**src/hdl/necir_pkg.sv**
```systemverilog
`timescale 1ns / 1ps
// ----------------------------------------------------------------------------
// necir_pkg
// Shared types, constants and register codes of the NEC IR frame decoder.
// ----------------------------------------------------------------------------
package necir_pkg;

	localparam int FRAME_BYTES = 4;
	localparam int TIME_W      = 16;
	localparam int BYTE_W      = 8;
	localparam int OUT_BYTES   = 4;
	localparam int CFG_IDX_W   = 4;
	localparam int CFG_DATA_W  = 16;

	// byte counter reaches FRAME_BYTES itself
	localparam int BCNT_W      = $clog2(FRAME_BYTES + 1);
	localparam int BSEL_W      = (FRAME_BYTES > 1) ? $clog2(FRAME_BYTES) : 1;

	localparam logic [BCNT_W-1:0] LAST_BYTE_CNT = BCNT_W'(FRAME_BYTES);

	localparam logic [TIME_W-1:0] START_MIN_RST = 16'd1500;
	localparam logic [TIME_W-1:0] START_MAX_RST = 16'd1875;
	localparam logic [TIME_W-1:0] BIT_MAX_RST   = 16'd375;
	localparam logic [TIME_W-1:0] ONE_MIN_RST   = 16'd187;

	typedef enum logic [CFG_IDX_W-1:0] {
		REG_START_MIN = 4'd0,
		REG_START_MAX = 4'd1,
		REG_BIT_MAX   = 4'd2,
		REG_ONE_MIN   = 4'd3
	} cfg_reg_t;

	typedef enum logic {
		ST_IDLE,
		ST_RECV
	} rx_state_t;

	typedef struct packed {
		logic [TIME_W-1:0] start_min;
		logic [TIME_W-1:0] start_max;
		logic [TIME_W-1:0] bit_max;
		logic [TIME_W-1:0] one_min;
	} thresholds_t;

	typedef struct packed {
		logic                             frame_done;
		logic [OUT_BYTES-1:0][BYTE_W-1:0] frame_bytes;
		logic [BYTE_W-1:0]                repeat_count;
	} result_t;

endpackage

```
**src/hdl/necir_cfg_regs.sv**
```systemverilog
`timescale 1ns / 1ps
// ----------------------------------------------------------------------------
// necir_cfg_regs
// Threshold register file, written through the configuration channel.
// ----------------------------------------------------------------------------
module necir_cfg_regs (
	input  logic                             clk,
	input  logic                             arst_n,
	input  logic                             cfg_valid,
	input  logic [necir_pkg::CFG_IDX_W-1:0]  cfg_index,
	input  logic [necir_pkg::CFG_DATA_W-1:0] cfg_data,
	output necir_pkg::thresholds_t           thr
);

	necir_pkg::thresholds_t thr_q;

	always_ff @(posedge clk or negedge arst_n) begin
		if (!arst_n) begin
			thr_q.start_min <= necir_pkg::START_MIN_RST;
			thr_q.start_max <= necir_pkg::START_MAX_RST;
			thr_q.bit_max   <= necir_pkg::BIT_MAX_RST;
			thr_q.one_min   <= necir_pkg::ONE_MIN_RST;
		end else if (cfg_valid) begin
			case (cfg_index)
				necir_pkg::REG_START_MIN: thr_q.start_min <= cfg_data;
				necir_pkg::REG_START_MAX: thr_q.start_max <= cfg_data;
				necir_pkg::REG_BIT_MAX:   thr_q.bit_max   <= cfg_data;
				necir_pkg::REG_ONE_MIN:   thr_q.one_min   <= cfg_data;
				default: ; // unmapped index, write dropped
			endcase
		end
	end

	assign thr = thr_q;

endmodule

```
**src/hdl/necir_decode.sv**
```systemverilog
`timescale 1ns / 1ps
// ----------------------------------------------------------------------------
// necir_decode
// Interval measurement and frame state; one capture handled per step.
// ----------------------------------------------------------------------------
module necir_decode (
	input  logic                          clk,
	input  logic                          arst_n,
	input  logic                          step,
	input  logic [necir_pkg::TIME_W-1:0]  capture_time,
	input  necir_pkg::thresholds_t        thr,
	output necir_pkg::result_t            result
);

	localparam int TIME_W = necir_pkg::TIME_W;
	localparam int BYTE_W = necir_pkg::BYTE_W;
	localparam int BCNT_W = necir_pkg::BCNT_W;
	localparam int BSEL_W = necir_pkg::BSEL_W;
	localparam int FB     = necir_pkg::FRAME_BYTES;

	necir_pkg::rx_state_t state_q, state_d;
	logic [TIME_W-1:0]    last_q;
	logic [BYTE_W-1:0]    shift_q, shift_d;
	logic [2:0]           bit_q, bit_d;
	logic [BCNT_W-1:0]    byte_q, byte_d;
	logic [BYTE_W-1:0]    repeats_q, repeats_d;
	logic [BYTE_W-1:0]    store_q [FB];
	logic [BYTE_W-1:0]    store_d [FB];
	logic [TIME_W-1:0]    period;
	logic [BYTE_W-1:0]    shift_bit;
	logic                 done;

	// modulo-2^16 interval
	assign period = capture_time - last_q;

	always_comb begin
		state_d   = state_q;
		shift_d   = shift_q;
		bit_d     = bit_q;
		byte_d    = byte_q;
		repeats_d = repeats_q;
		store_d   = store_q;
		done      = 1'b0;
		shift_bit = shift_q;
		case (state_q)
			necir_pkg::ST_IDLE: begin
				if (period < thr.start_max) begin
					if (period > thr.start_min) begin
						shift_d   = '0;
						bit_d     = '0;
						byte_d    = '0;
						repeats_d = '0;
						state_d   = necir_pkg::ST_RECV;
					end else begin
						repeats_d = repeats_q + 1'b1;
					end
				end
			end
			necir_pkg::ST_RECV: begin
				if (period < thr.bit_max) begin
					if (period > thr.one_min)
						shift_bit = shift_q | (BYTE_W'(1) << bit_q);
					bit_d = bit_q + 1'b1;
					if (bit_q == 3'd7) begin
						store_d[byte_q[BSEL_W-1:0]] = shift_bit;
						shift_d = '0;
						byte_d  = byte_q + 1'b1;
						if (byte_d == necir_pkg::LAST_BYTE_CNT) begin
							done    = 1'b1;
							state_d = necir_pkg::ST_IDLE;
						end
					end else begin
						shift_d = shift_bit;
					end
				end
			end
			default: state_d = necir_pkg::ST_IDLE;
		endcase
	end

	always_ff @(posedge clk or negedge arst_n) begin
		if (!arst_n) begin
			state_q <= necir_pkg::ST_IDLE;
		end else if (step) begin
			state_q <= state_d;
		end
	end

	always_ff @(posedge clk or negedge arst_n) begin
		if (!arst_n) begin
			last_q    <= '0;
			shift_q   <= '0;
			bit_q     <= '0;
			byte_q    <= '0;
			repeats_q <= '0;
			for (int i = 0; i < FB; i++)
				store_q[i] <= '0;
		end else if (step) begin
			last_q    <= capture_time;
			shift_q   <= shift_d;
			bit_q     <= bit_d;
			byte_q    <= byte_d;
			repeats_q <= repeats_d;
			store_q   <= store_d;
		end
	end

	// result reflects the state after this capture
	assign result.frame_done   = done;
	assign result.repeat_count = repeats_d;

	for (genvar k = 0; k < necir_pkg::OUT_BYTES; k++) begin : g_out
		if (k < FB) begin : g_have
			assign result.frame_bytes[k] = store_d[k];
		end else begin : g_none
			assign result.frame_bytes[k] = '0;
		end
	end

endmodule

```
**src/hdl/nec_ir_frame_decoder.sv**
```systemverilog
`timescale 1ns / 1ps
// ----------------------------------------------------------------------------
// nec_ir_frame_decoder
// NEC infrared frame decoder working on falling-edge capture timestamps.
// ----------------------------------------------------------------------------
// Usage:
//   s_* carries one capture timestamp per request (s_tdata[15:0]).
//   m_* returns exactly one result per capture: m_tlast is frame_done,
//   m_tdata holds the four frame bytes and the repeat counter.
//   cfg_* writes the four thresholds (index 0..3); other indexes are
//   dropped. cfg_ready is always high; write only while no capture is in
//   flight.
// Timing:
//   A capture is held in the input register, then the decode step
//   (one subtract, a few compares, state update) loads the result register,
//   which drives m_tvalid. One capture per cycle is sustained while m_tready
//   stays high; the decode step itself is combinational.
// Reset:
//   arst_n clears all frame state, empties both registers and restores the
//   default thresholds.
// Stall:
//   With m_tready low the result holds; one more capture is taken into the
//   input register, after which s_tready drops until the result drains.
// ----------------------------------------------------------------------------
module nec_ir_frame_decoder (
	input  logic                             clk,
	input  logic                             arst_n,
	input  logic                             s_tvalid,
	output logic                             s_tready,
	input  logic [15:0]                      s_tdata,  // [15:0] capture_time
	output logic                             m_tvalid,
	input  logic                             m_tready,
	// [7:0] byte_zero, [15:8] byte_one, [23:16] byte_two,
	// [31:24] byte_three, [39:32] repeat_count
	output logic [39:0]                      m_tdata,
	output logic                             m_tlast,  // frame_done
	input  logic                             cfg_valid,
	output logic                             cfg_ready,
	input  logic [necir_pkg::CFG_IDX_W-1:0]  cfg_index,
	input  logic [necir_pkg::CFG_DATA_W-1:0] cfg_data
);

	logic                         valid_s1;
	logic [necir_pkg::TIME_W-1:0] capture_s1;
	logic                         valid_s2;
	necir_pkg::result_t           result_s2;
	necir_pkg::result_t           result;
	necir_pkg::thresholds_t       thr;
	logic                         s2_free;
	logic                         step;

	assign s2_free  = !valid_s2 || m_tready;
	assign step     = valid_s1 && s2_free;
	assign s_tready = !valid_s1 || s2_free;
	assign cfg_ready = 1'b1;

	necir_cfg_regs u_cfg (
		.clk       (clk),
		.arst_n    (arst_n),
		.cfg_valid (cfg_valid),
		.cfg_index (cfg_index),
		.cfg_data  (cfg_data),
		.thr       (thr)
	);

	necir_decode u_decode (
		.clk          (clk),
		.arst_n       (arst_n),
		.step         (step),
		.capture_time (capture_s1),
		.thr          (thr),
		.result       (result)
	);

	always_ff @(posedge clk or negedge arst_n) begin
		if (!arst_n) begin
			valid_s1 <= 1'b0;
		end else if (s_tready) begin
			valid_s1 <= s_tvalid;
		end
	end

	always_ff @(posedge clk) begin
		if (s_tvalid && s_tready)
			capture_s1 <= s_tdata;
	end

	always_ff @(posedge clk or negedge arst_n) begin
		if (!arst_n) begin
			valid_s2 <= 1'b0;
		end else if (s2_free) begin
			valid_s2 <= valid_s1;
		end
	end

	always_ff @(posedge clk) begin
		if (step)
			result_s2 <= result;
	end

	assign m_tvalid = valid_s2;
	assign m_tlast  = result_s2.frame_done;
	assign m_tdata  = {result_s2.repeat_count,
	                   result_s2.frame_bytes[3],
	                   result_s2.frame_bytes[2],
	                   result_s2.frame_bytes[1],
	                   result_s2.frame_bytes[0]};

endmodule
```
**config.mk**
```make
export PLATFORM = sky130hd
export DESIGN_NAME = nec_ir_frame_decoder
export DESIGN_NICKNAME = d
export VERILOG_FILES = /design/src/hdl/necir_pkg.sv /design/src/hdl/necir_cfg_regs.sv /design/src/hdl/necir_decode.sv /design/src/hdl/nec_ir_frame_decoder.sv
export SDC_FILE = /design/constraint.sdc
export NUM_CORES = 1
export LEC_CHECK = 0
export CORE_MARGIN = 2
export CORE_UTILIZATION = 50
export CTS_CLUSTER_SIZE = 24
export DETAILED_ROUTE_END_ITERATION = 8
export DONT_BUFFER_PORTS = 1
export PLACE_DENSITY = 0.7
export SYNTH_ARGS = -nofsm -noshare
export SYNTH_HDL_FRONTEND = slang
export SYNTH_SLANG_ARGS = --single-unit
```
**constraint.sdc**
```tcl
create_clock -name clk -period 3.75 [get_ports clk]
set_input_delay 1.125 -clock clk [delete_from_list [all_inputs] [get_ports clk]]
set_output_delay 1.125 -clock clk [all_outputs]
set_load 0.005 [all_outputs]
```
==> results of run 1 <==
## repair_timing
item,in CTS,in global routing
setup endpoints to repair,95,96
gates resized for setup,108,35
pin swaps,45,32
buffers inserted,25,8
gates cloned,8,0
## path summary, 6_finish.rpt
kind                       cells past startpoint                  end  slack (ps)               start
hold reg to reg                                2  u_decode.last_q[10]         500      capture_s1[10]
hold / removal                                 0  u_decode.last_q[10]         370              arst_n
setup reg to reg                              20          m_tdata[34]        -410  u_decode.last_q[0]
min in group clk                               2  u_decode.last_q[10]         500      capture_s1[10]
max in group asynchronous                      0        u_cfg.thr[17]        3090              arst_n
setup / recovery                              20          m_tdata[34]        -410  u_decode.last_q[0]
## sequential cells by signal, indices dropped and copies added (netlist names)
name	count
capture_s1	16
m_tdata	40
m_tlast	1
m_tvalid	1
u_cfg.thr	64
u_decode.bit_q	3
u_decode.byte_q	3
u_decode.last_q	16
u_decode.repeats_q	8
u_decode.shift_q	8
u_decode.state_q	1
u_decode.store_q	32
valid_s1	1
## kinds of logic (layout without fill, tap and decap cells)
family          after synthesis  in the layout  synth area share, %
compound gates              189            194                 12.5
simple gates                169            169                 9.12
fa+ha+maj                    90             90                 10.9
buf+inv                     118            238                 4.42
flops                       194            194                 49.7
xor+xnor                     14             14                 1.18
mux                         101            101                 12.1
other cells                   1              2               0.0361
## critical path: cells and delay by family, from the launching register on
kind / cells / cell delay, ps
adder cells (fa/ha/maj): 3 / 800
AND/OR/NAND/NOR: 3 / 510
AO/OA/AOI/OAI: 8 / 1230
XOR/XNOR: 1 / 160
flip-flops: 1 / 410
buffers and inverters: 5 / 780
## synthesized netlist by cell type, drive strengths merged (5+ instances only)
cell type and n:
dfrtp 110, nor2 22, nand4 17, o22ai 13
inv 93, dfstp 27, edfxtp 57, clkbuf 13
o21ai 62, nand2 72, buf 11, nand3 20
a211oi 17, o311a 7, and2 5, o21a 5
nor2b 5, mux2 100, a31o 10, a21o 7
nor3 10, a21oi 30, ha 89, a41o 7
xnor2 13
## cell type report
| cell class | instances | area [µm²] | area share, % |
|---|---|---|---|
| timing repair buffer | 112 | 998 | 7.67 |
| clock buffer | 17 | 425 | 3.27 |
| clock inverter | 15 | 194 | 1.49 |
| tap | 270 | 338 | 2.60 |
| antenna | 1 | 2.50 | 0.0192 |
| sequential | 194 | 5170 | 39.8 |
| inverter | 94 | 353 | 2.71 |
| multi-input combinational | 569 | 5530 | 42.5 |
## power by group through the flow
stage	logic, µW	clock network [µW]	registers (µW)
global placement	2960	0	2900
global route	4460	1980	2960
finish	4130	1880	2920
floorplan	2060	0	2830
CTS	3840	1910	2900
detailed placement	3050	0	2920
## layer usage
layer	up-vias	GRT usage [%]	routed length [µm]
met2	250	39.3	12600
li1	3434	-	-
met4	0	10.0	761
met1	3738	33.1	11500
met3	61	6.07	1630
met5	-	0	0
## stage by stage
step	instance area, µm²	total power, µW
finish	13000	8930
global placement	11300	5860
floorplan	10400	4890
global route	13000	9400
CTS	12800	8660
detailed placement	11300	5960
==> results.py, run 1 <==
metrics = {
    "clocking": {
        "cts-root-buf": "clkbuf_16",
        "cts_buffer_depth": 2,
        "cts_tree": "built",
        "numCtsBuffers": 17,
        "htreeDepth": 4,
        "cts_hold_buf": 0,
        "clock_sink_count": 194,
        "clk_pin_slew_ps": 80,
        "clkLatencyLatePin_ps": 450,
    },
    "sta": {
        "period_share_pct": 111,
        "max_freq_mhz": 241,
        "hold_viol_final": 0,
        "fin_crit_ps": 4160,
        "max_slew_margin_pct": 41.1,
        "hold_ws_ps": 371,
        "setup_viol": 95,
        "layout_setup_ws_ps": -406,
        "rsz0062_at_grt": "true",
        "fin_tns_setup_ps": -32220,
        "finalClockSkew_ps": 16.7,
        "tightest_slew_ps": 881,
        "finalMaxSlewViolations": 0,
    },
    "hold_path": {
        "min_path_type": "in -> async",
    },
    "power_and_ir_drop": {
        "p_leak_uw": 0.00578,
        "p_sw_share_pct": 38.6,
        "comb_power_share_pct": 46.3,
        "switching_power_uw": 3450,
        "p_int_uw": 5480,
        "clkPwrFrac_pct": 21.1,
        "power_frac_seq_pct": 32.7,
        "vdd_ir_drop_max_v": 0.000482,
        "pwr_density_cell_nw_per_um2": 687,
    },
    "floorplanning": {
        "fp.dieW_um": 148,
        "num_rows": 52,
        "coreArea_um2": 20300,
        "dieHeight_um": 148,
        "io_pins": 85,
        "dieArea_um2": 22000,
        "initial_core_util_pct": 51.2,
    },
    "detailed_routing": {
        "routedWlPerCell_um": 20.9,
        "firstDrtPassIters": 5,
        "drt_iter0_drc": 508,
        "ant_nets": 0,
        "drt-total-wl_um": 26500,
        "via_count": 7483,
        "drc": 0,
        "vias_per_cell": 5.88,
    },
    "setup_path": {
        "path_class": "reg -> reg",
        "slowest_delay_ps": 410,
        "cp_slowest_cell": "dfrtp_1",
        "crit_fanout": 6,
        "required_ps": 3950,
        "cp_cell_sequence": "ha_4 -> fa_2 -> nor2b_2 -> o21a_1 -> o21ai_2 -> a211oi_2 -> o41ai_2 -> xnor2_1 -> buf_4 -> ha_4 -> nand4_1 -> buf_4 -> nor4_4 -> buf_4 -> a21boi_4 -> o31ai_4 -> buf_12 -> buf_8 -> a211oi_4 -> o22ai_2",
        "worst_setup_path_start_kind": "flop",
        "worstPathArrival_ps": 4360,
        "cp-end-kind": "flop",
        "cpMostUsedCell": "buf_4",
    },
    "yosys": {
        "netlist.area_leader.share_pct": 26.5,
        "ys_seq_area_share_pct": 49.7,
        "synthesis.area_um2": 10400,
        "ys_top_cells_by_area": "dfrtp_1 (26%), edfxtp_1 (16%), ha_1 (11%)",
        "synth_edf_count": 57,
        "ys.flop_type": "dfrtp_1",
        "yosys_warnings": 0,
        "syn_inst": 876,
        "ys_seq_elements": 194,
        "ys_async_sr_fraction_pct": 70.6,
        "syn-mean-instance-area_um2": 11.9,
        "synth_cell_type_count": 69,
        "yosys.area.top_type": "dfrtp_1",
        "synth_nets": 1007,
    },
    "cells_and_area": {
        "final_nets": 1119,
        "syn_to_final_growth_pct": 25.1,
        "fillers": 1506,
        "final_common_cell": "dfrtp_1",
        "layout_common_cells": "dfrtp_1 (110), inv_1 (92), buf_4 (85)",
        "final_util_pct": 64.1,
        "stdcell_count": 1272,
        "drive_gt1_share_pct": 39.3,
    },
    "job": {
        "max_cap_viol_count": 0,
    },
    "grt": {
        "grt_pass1_vias": 7669,
        "grt_pass1_wl_um": 42100,
        "grt_max_degree": 138,
        "grt-ovfl-total": 0,
        "gr-usage-all-layers_pct": 24.9,
        "antenna_found_initial": 1,
    },
    "outcome": {
        "status": "complete, but fails checks",
        "violations": "negative setup slack",
    },
    "place": {
        "gp_congestion": 0.829,
        "dp.cells": 1203,
        "place_ws_ps": -559,
        "place_hpwl_um": 16700,
        "portBuffers": 0,
    },
}
Note: power is estimated with default switching activity, not from simulation.
==> run 2: changes to the inputs <==
- SYNTH_HIERARCHICAL: unset -> 1
==> results.py, run 2 <==
metrics = {
    "place": {
        "gp_congestion": 0.861,
        "portBuffers": 0,
        "postPlaceCellArea_um2": 11400,
        "place_hpwl_um": 15500,
    },
    "grt": {
        "grt-ovfl-total": 0,
        "grt_max_degree": 138,
        "grt_pass1_vias": 7562,
        "grt_pass1_wl_um": 40400,
        "antenna_found_initial": 1,
        "gr-usage-all-layers_pct": 23.6,
    },
    "setup_path": {
        "worst_setup_path_start_kind": "flop",
        "ff2ff_setup_slack_ps": -750,
        "reg2reg_from": "capture_s1[0]",
        "r2r_end": "m_tdata[23]",
        "cp-end-kind": "flop",
        "ff2ff_path_depth": 19,
        "crit_path_end": "m_tdata[23]",
        "worstPathArrival_ps": 4700,
        "startpoint": "capture_s1[0]",
        "required_ps": 3940,
        "path_class": "reg -> reg",
        "crit_fanout": 8,
    },
    "power_and_ir_drop": {
        "pwr_density_cell_nw_per_um2": 634,
        "vdd_ir_drop_max_v": 0.000404,
        "p_leak_uw": 0.00595,
    },
    "yosys": {
        "ys_top_cells_by_area": "dfrtp_1 (27%), edfxtp_1 (17%), mux2_2 (14%)",
        "synthesis.area_um2": 10300,
        "ys_seq_elements": 194,
        "netlist.area_leader.share_pct": 26.6,
        "yosys.area.top_type": "dfrtp_1",
        "yosysMostFrequentCell": "mux2_2",
        "synth_cell_type_count": 66,
        "synth_nets": 987,
        "ys_seq_area_share_pct": 50.0,
        "synthTopCellsByCount": "mux2_2 (133), dfrtp_1 (110), inv_1 (91)",
        "synth_edf_count": 57,
        "yosys_warnings": 6,
        "ys_async_sr_fraction_pct": 70.6,
        "ys.flop_type": "dfrtp_1",
        "syn-mean-instance-area_um2": 12.1,
        "syn_inst": 856,
    },
    "sta": {
        "finalMaxSlewViolations": 0,
        "period_share_pct": 120,
        "hold_viol_final": 0,
        "rsz0062_at_grt": "true",
        "layout_setup_ws_ps": -754,
        "max_slew_margin_pct": 47.4,
        "fin_tns_setup_ps": -63550,
        "setup_viol": 96,
        "max_freq_mhz": 222,
        "tightest_slew_ps": 789,
        "fin_crit_ps": 4500,
        "finalClockSkew_ps": 14.6,
    },
    "detailed_routing": {
        "firstDrtPassIters": 5,
        "drt-total-wl_um": 25300,
        "drt_iter0_drc": 482,
        "routedWlPerCell_um": 20.0,
        "ant_nets": 0,
        "drc": 0,
        "via_count": 7263,
        "vias_per_cell": 5.73,
    },
    "clocking": {
        "htreeDepth": 4,
        "cts-root-buf": "clkbuf_16",
        "clk_pin_slew_ps": 80,
        "cts_buffer_depth": 2,
        "numCtsBuffers": 17,
        "cts_hold_buf": 0,
        "clock_sink_count": 194,
        "cts_tree": "built",
        "clkLatencyLatePin_ps": 440,
    },
    "cells_and_area": {
        "largest_reg_flops": 64,
        "drive_gt1_share_pct": 41.1,
        "final_common_cell": "dfrtp_1",
        "stdcell_area_um2": 13100,
        "final_nets": 1115,
        "syn_to_final_growth_pct": 26.3,
        "layout_common_cells": "dfrtp_1 (110), buf_4 (95), inv_1 (91)",
        "n_antenna_cell": 0,
    },
    "floorplanning": {
        "coreArea_um2": 20300,
        "initial_core_util_pct": 51.0,
        "num_rows": 52,
        "dieHeight_um": 148,
        "dieArea_um2": 21900,
        "io_pins": 85,
        "fp.dieW_um": 148,
    },
    "outcome": {
        "status": "complete, but fails checks",
        "violations": "negative setup slack",
    },
    "job": {
        "max_cap_viol_count": 0,
    },
    "hold_path": {
        "min_path_type": "in -> async",
    },
}
-- run 2: worst min-delay path by stage --
stage / from / to / slack [ps] / depth (start not counted)
finish: arst_n / u_cfg/thr[35] / 380 / 0
floorplan: u_decode/shift_q[7] / u_decode/shift_q[7] / 460 / 1
global placement: capture_s1[5] / u_decode/last_q[5] / 480 / 2
global route: arst_n / u_cfg/thr[35] / 350 / 0
CTS: arst_n / u_cfg/thr[35] / 360 / 0
detailed placement: u_decode/shift_q[7] / u_decode/shift_q[7] / 470 / 1
-- run 2: kinds of logic (layout without fill, tap and decap cells) --
logic type	count (synthesis)	count (layout)	share of synthesized area (%)
other cells	1	1	0.0363
flops	194	194	50.0
fa+ha+maj	90	90	11.0
simple gates	153	155	8.12
xor+xnor	13	13	1.10
compound gates	157	162	10.3
mux	137	137	14.9
buf+inv	111	245	4.63
-- run 2: cell type report --
cell class	instances	area [µm²]
sequential	194	5170
clock inverter	15	209
multi-input combinational	558	5500
fill	1497	7230
timing repair buffer	121	1080
tap	270	338
clock buffer	17	425
inverter	92	345
-- run 2: critical path: stages, from the launching register on --
cell and delay (ps):
edfxtp_1 350, inv_1 50, ha_2 190, fa_2 350, nor2b_2 130, o31a_1 150, o31a_1 170, o2111ai_2 120
and3b_1 200, o31a_1 270, xnor2_2 220, buf_4 160, ha_4 190, nand4_1 170, buf_4 150, a211oi_2 30
or4b_4 610, o21a_4 190, a21o_4 260, mux2_4 290
-- run 2: per-stage QoR --
| stage | setup WS (ps) | hold slack (ps) | power, µW | std cells | utilization [%] |
|---|---|---|---|---|---|
| 3_5_place_dp | -943 | 474 | 5620 | 1198 | 56.3 |
| 3_3_place_gp | -868 | 480 | 5550 | 1198 | 56.3 |
| 4_1_cts | -741 | 359 | 8080 | 1259 | 63.1 |
| 2_1_floorplan | -590 | 455 | 4600 | 856 | - |
| 6_report | -754 | 377 | 8290 | 1267 | 64.4 |
| 5_1_grt | -939 | 352 | 8760 | 1267 | 64.4 |
-- run 2: metal layers --
metal  track usage, %  wire length [µm]  vias to the layer above  part of all wire [%]
li1                 -                 -                     3357                     -
met1             30.8             11000                     3646                    43
met2             40.0             12700                      202                    50
met3             4.41              1050                       56                   4.2
met4             7.43               565                        2                   2.2
met5                0                13                        -                 0.051
-- run 2: repair_timing --
action | CTS | global route
setup endpoints to repair | 96 | 96
pin swaps | 30 | 21
cloned | 8 | 0
gates resized for setup | 104 | 45
setup buffers | 22 | 8
-- run 2: report_power, final --
group          switching (µW)  total, µW  internal, µW
clock                     930       1910           978
sequential                230       2820          2590
combinational            1830       3560          1730
==> run 3: changes to the inputs <==
- CORE_UTILIZATION: 50 -> 58
- PLACE_DENSITY: 0.7 -> 0.78
==> results.py, run 3 (same netlist as run 2, synthesis figures left out) <==
metrics = {
    "power_and_ir_drop": {
        "switching_power_uw": 3230,
        "p_leak_uw": 0.00586,
        "p_sw_share_pct": 38.2,
        "vdd_ir_drop_max_v": 0.000426,
        "pwr_density_cell_nw_per_um2": 660,
        "clkPwrFrac_pct": 23.2,
        "p_int_uw": 5220,
        "power_frac_seq_pct": 33.9,
        "comb_power_share_pct": 42.9,
    },
    "cells_and_area": {
        "multi_input_area_um2": 5420,
        "n_antenna_cell": 0,
        "register_area_um2": 5170,
        "syn_to_final_growth_pct": 23.9,
        "final_nets": 1105,
        "largest_reg_flops": 64,
        "final_util_pct": 73.8,
        "drive_gt1_share_pct": 40.6,
        "fillers": 1011,
        "stdcell_area_um2": 12800,
        "final_common_cell": "dfrtp_1",
        "layout_common_cells": "dfrtp_1 (110), mux2_2 (92), inv_1 (90)",
    },
    "outcome": {
        "status": "complete, but fails checks",
        "violations": "negative setup slack",
    },
    "sta": {
        "fin_crit_ps": 4700,
        "max_slew_margin_pct": 41.9,
        "setup_viol": 96,
        "hold_viol_final": 0,
        "rsz0062_at_grt": "true",
        "finalClockSkew_ps": 25.3,
        "tightest_slew_ps": 868,
        "max_freq_mhz": 213,
        "layout_setup_ws_ps": -954,
        "period_share_pct": 125,
        "finalMaxSlewViolations": 0,
    },
    "grt": {
        "gr-usage-all-layers_pct": 28.7,
        "grt-ovfl-total": 0,
        "grt_pass1_wl_um": 40700,
        "grt_pass1_vias": 7443,
        "grt_max_degree": 138,
        "antenna_found_initial": 0,
    },
    "setup_path": {
        "worstPathArrival_ps": 4920,
        "required_ps": 3960,
        "cp_cell_sequence": "inv_1 -> ha_2 -> fa_2 -> nor2b_2 -> o31a_1 -> o31a_1 -> o2111ai_2 -> and3b_2 -> o31a_1 -> xnor2_2 -> ha_1 -> a21oi_1 -> nand2_1 -> a21oi_2 -> or4b_4 -> o21a_4 -> a21o_4 -> mux2_4",
        "slowest_delay_ps": 540,
        "path_class": "reg -> reg",
        "cp_slowest_cell": "or4b_4",
        "cp.buffers_inverters": 1,
        "cpMostUsedCell": "o31a_1",
        "cp-end-kind": "flop",
        "crit_fanout": 6,
        "worst_setup_path_start_kind": "flop",
        "critPathTopFamily": "compound AO/OA/AOI/OAI gates",
    },
    "clocking": {
        "htreeDepth": 4,
        "clock_sink_count": 194,
        "cts-root-buf": "clkbuf_16",
        "cts_hold_buf": 0,
        "clkLatencyLatePin_ps": 460,
        "numCtsBuffers": 17,
        "clk_pin_slew_ps": 90,
        "cts_tree": "built",
        "cts_buffer_depth": 2,
    },
    "floorplanning": {
        "io_pins": 85,
        "coreArea_um2": 17400,
        "fp.dieW_um": 138,
        "initial_core_util_pct": 59.6,
        "dieArea_um2": 18900,
        "dieHeight_um": 138,
        "num_rows": 48,
    },
    "detailed_routing": {
        "ant_nets": 0,
        "routedWlPerCell_um": 23.7,
        "drc": 0,
        "drt-total-wl_um": 28800,
        "vias_per_cell": 6.42,
        "drt_iter0_drc": 808,
        "firstDrtPassIters": 5,
        "via_count": 7785,
    },
    "place": {
        "portBuffers": 0,
        "postPlaceCellArea_um2": 11300,
        "place_hpwl_um": 15600,
        "gp_congestion": 0.892,
    },
    "job": {
        "max_cap_viol_count": 0,
    },
    "hold_path": {
        "min_path_type": "in -> async",
    },
}
## run 3: changes by cell type in the layout (fill, tap and decap cells not counted), moves of 4 or more
cell,before,now
buf_12,7,3
inv_12,2,7
nand3_2,4,8
mux2_4,50,41
buf_6,15,21
buf_4,95,86
mux2_2,83,92
## run 3: worst paths after layout
path	from	endpoint	slack [ps]	cells past startpoint
worst min register to register	u_cfg/thr[35]	u_cfg/thr[35]	510	1
max in group asynchronous	arst_n	u_decode/repeats_q[1]	3070	0
min in group clk	u_cfg/thr[35]	u_cfg/thr[35]	510	1
worst max-delay path	capture_s1[0]	m_tdata[19]	-950	18
worst min-delay path	arst_n	u_cfg/thr[2]	370	0
worst max register to register	capture_s1[0]	m_tdata[19]	-950	18
## run 3: cell type report
type                    instances  area share [%]
clock buffers                  17            3.32
clock inverters                15            1.71
inverters                      92            2.72
multi-input cells             559            42.3
flip-flops and latches        194            40.4
well taps                     225            2.20
repair buffers                110            7.35
## run 3: through the flow
| stage | setup slack, ps | hold WS (ps) | power (µW) | setup TNS, ps | std cells |
|---|---|---|---|---|---|
| after global routing | -1100 | 355 | 8820 | -95860 | 1212 |
| after CTS | -735 | 350 | 7980 | -62250 | 1201 |
| after floorplan | -590 | 455 | 4600 | -44220 | 856 |
| final | -954 | 369 | 8450 | -80370 | 1212 |
| after detailed placement | -864 | 478 | 5590 | -71740 | 1144 |
| after global placement | -726 | 477 | 5480 | -60110 | 1144 |
## run 3: power groups by stage
| stage | Sequential, µW | Clock [µW] | Combinational (µW) |
|---|---|---|---|
| floorplan | 2780 | 0 | 1820 |
| global placement | 2830 | 0 | 2650 |
| detailed placement | 2850 | 0 | 2740 |
| CTS | 2830 | 1960 | 3190 |
| global route | 2900 | 2060 | 3860 |
| finish | 2860 | 1960 | 3630 |
## run 3: layer usage
metal / GRT usage (%) / up-vias / part of all wire [%]
met5: 0 / - / 0
met4: 12.3 / 0 / 4.9
met3: 7.76 / 119 / 7.8
met2: 47.5 / 468 / 49
met1: 35.5 / 3841 / 38
li1: - / 3357 / -
## run 3: timing repair
item	in CTS	in global routing
cloned	6	2
resized for setup	71	61
setup buffers	22	10
pin swaps	24	16
hold endpoints to repair	0	0
endpoints found under the setup margin	96	96
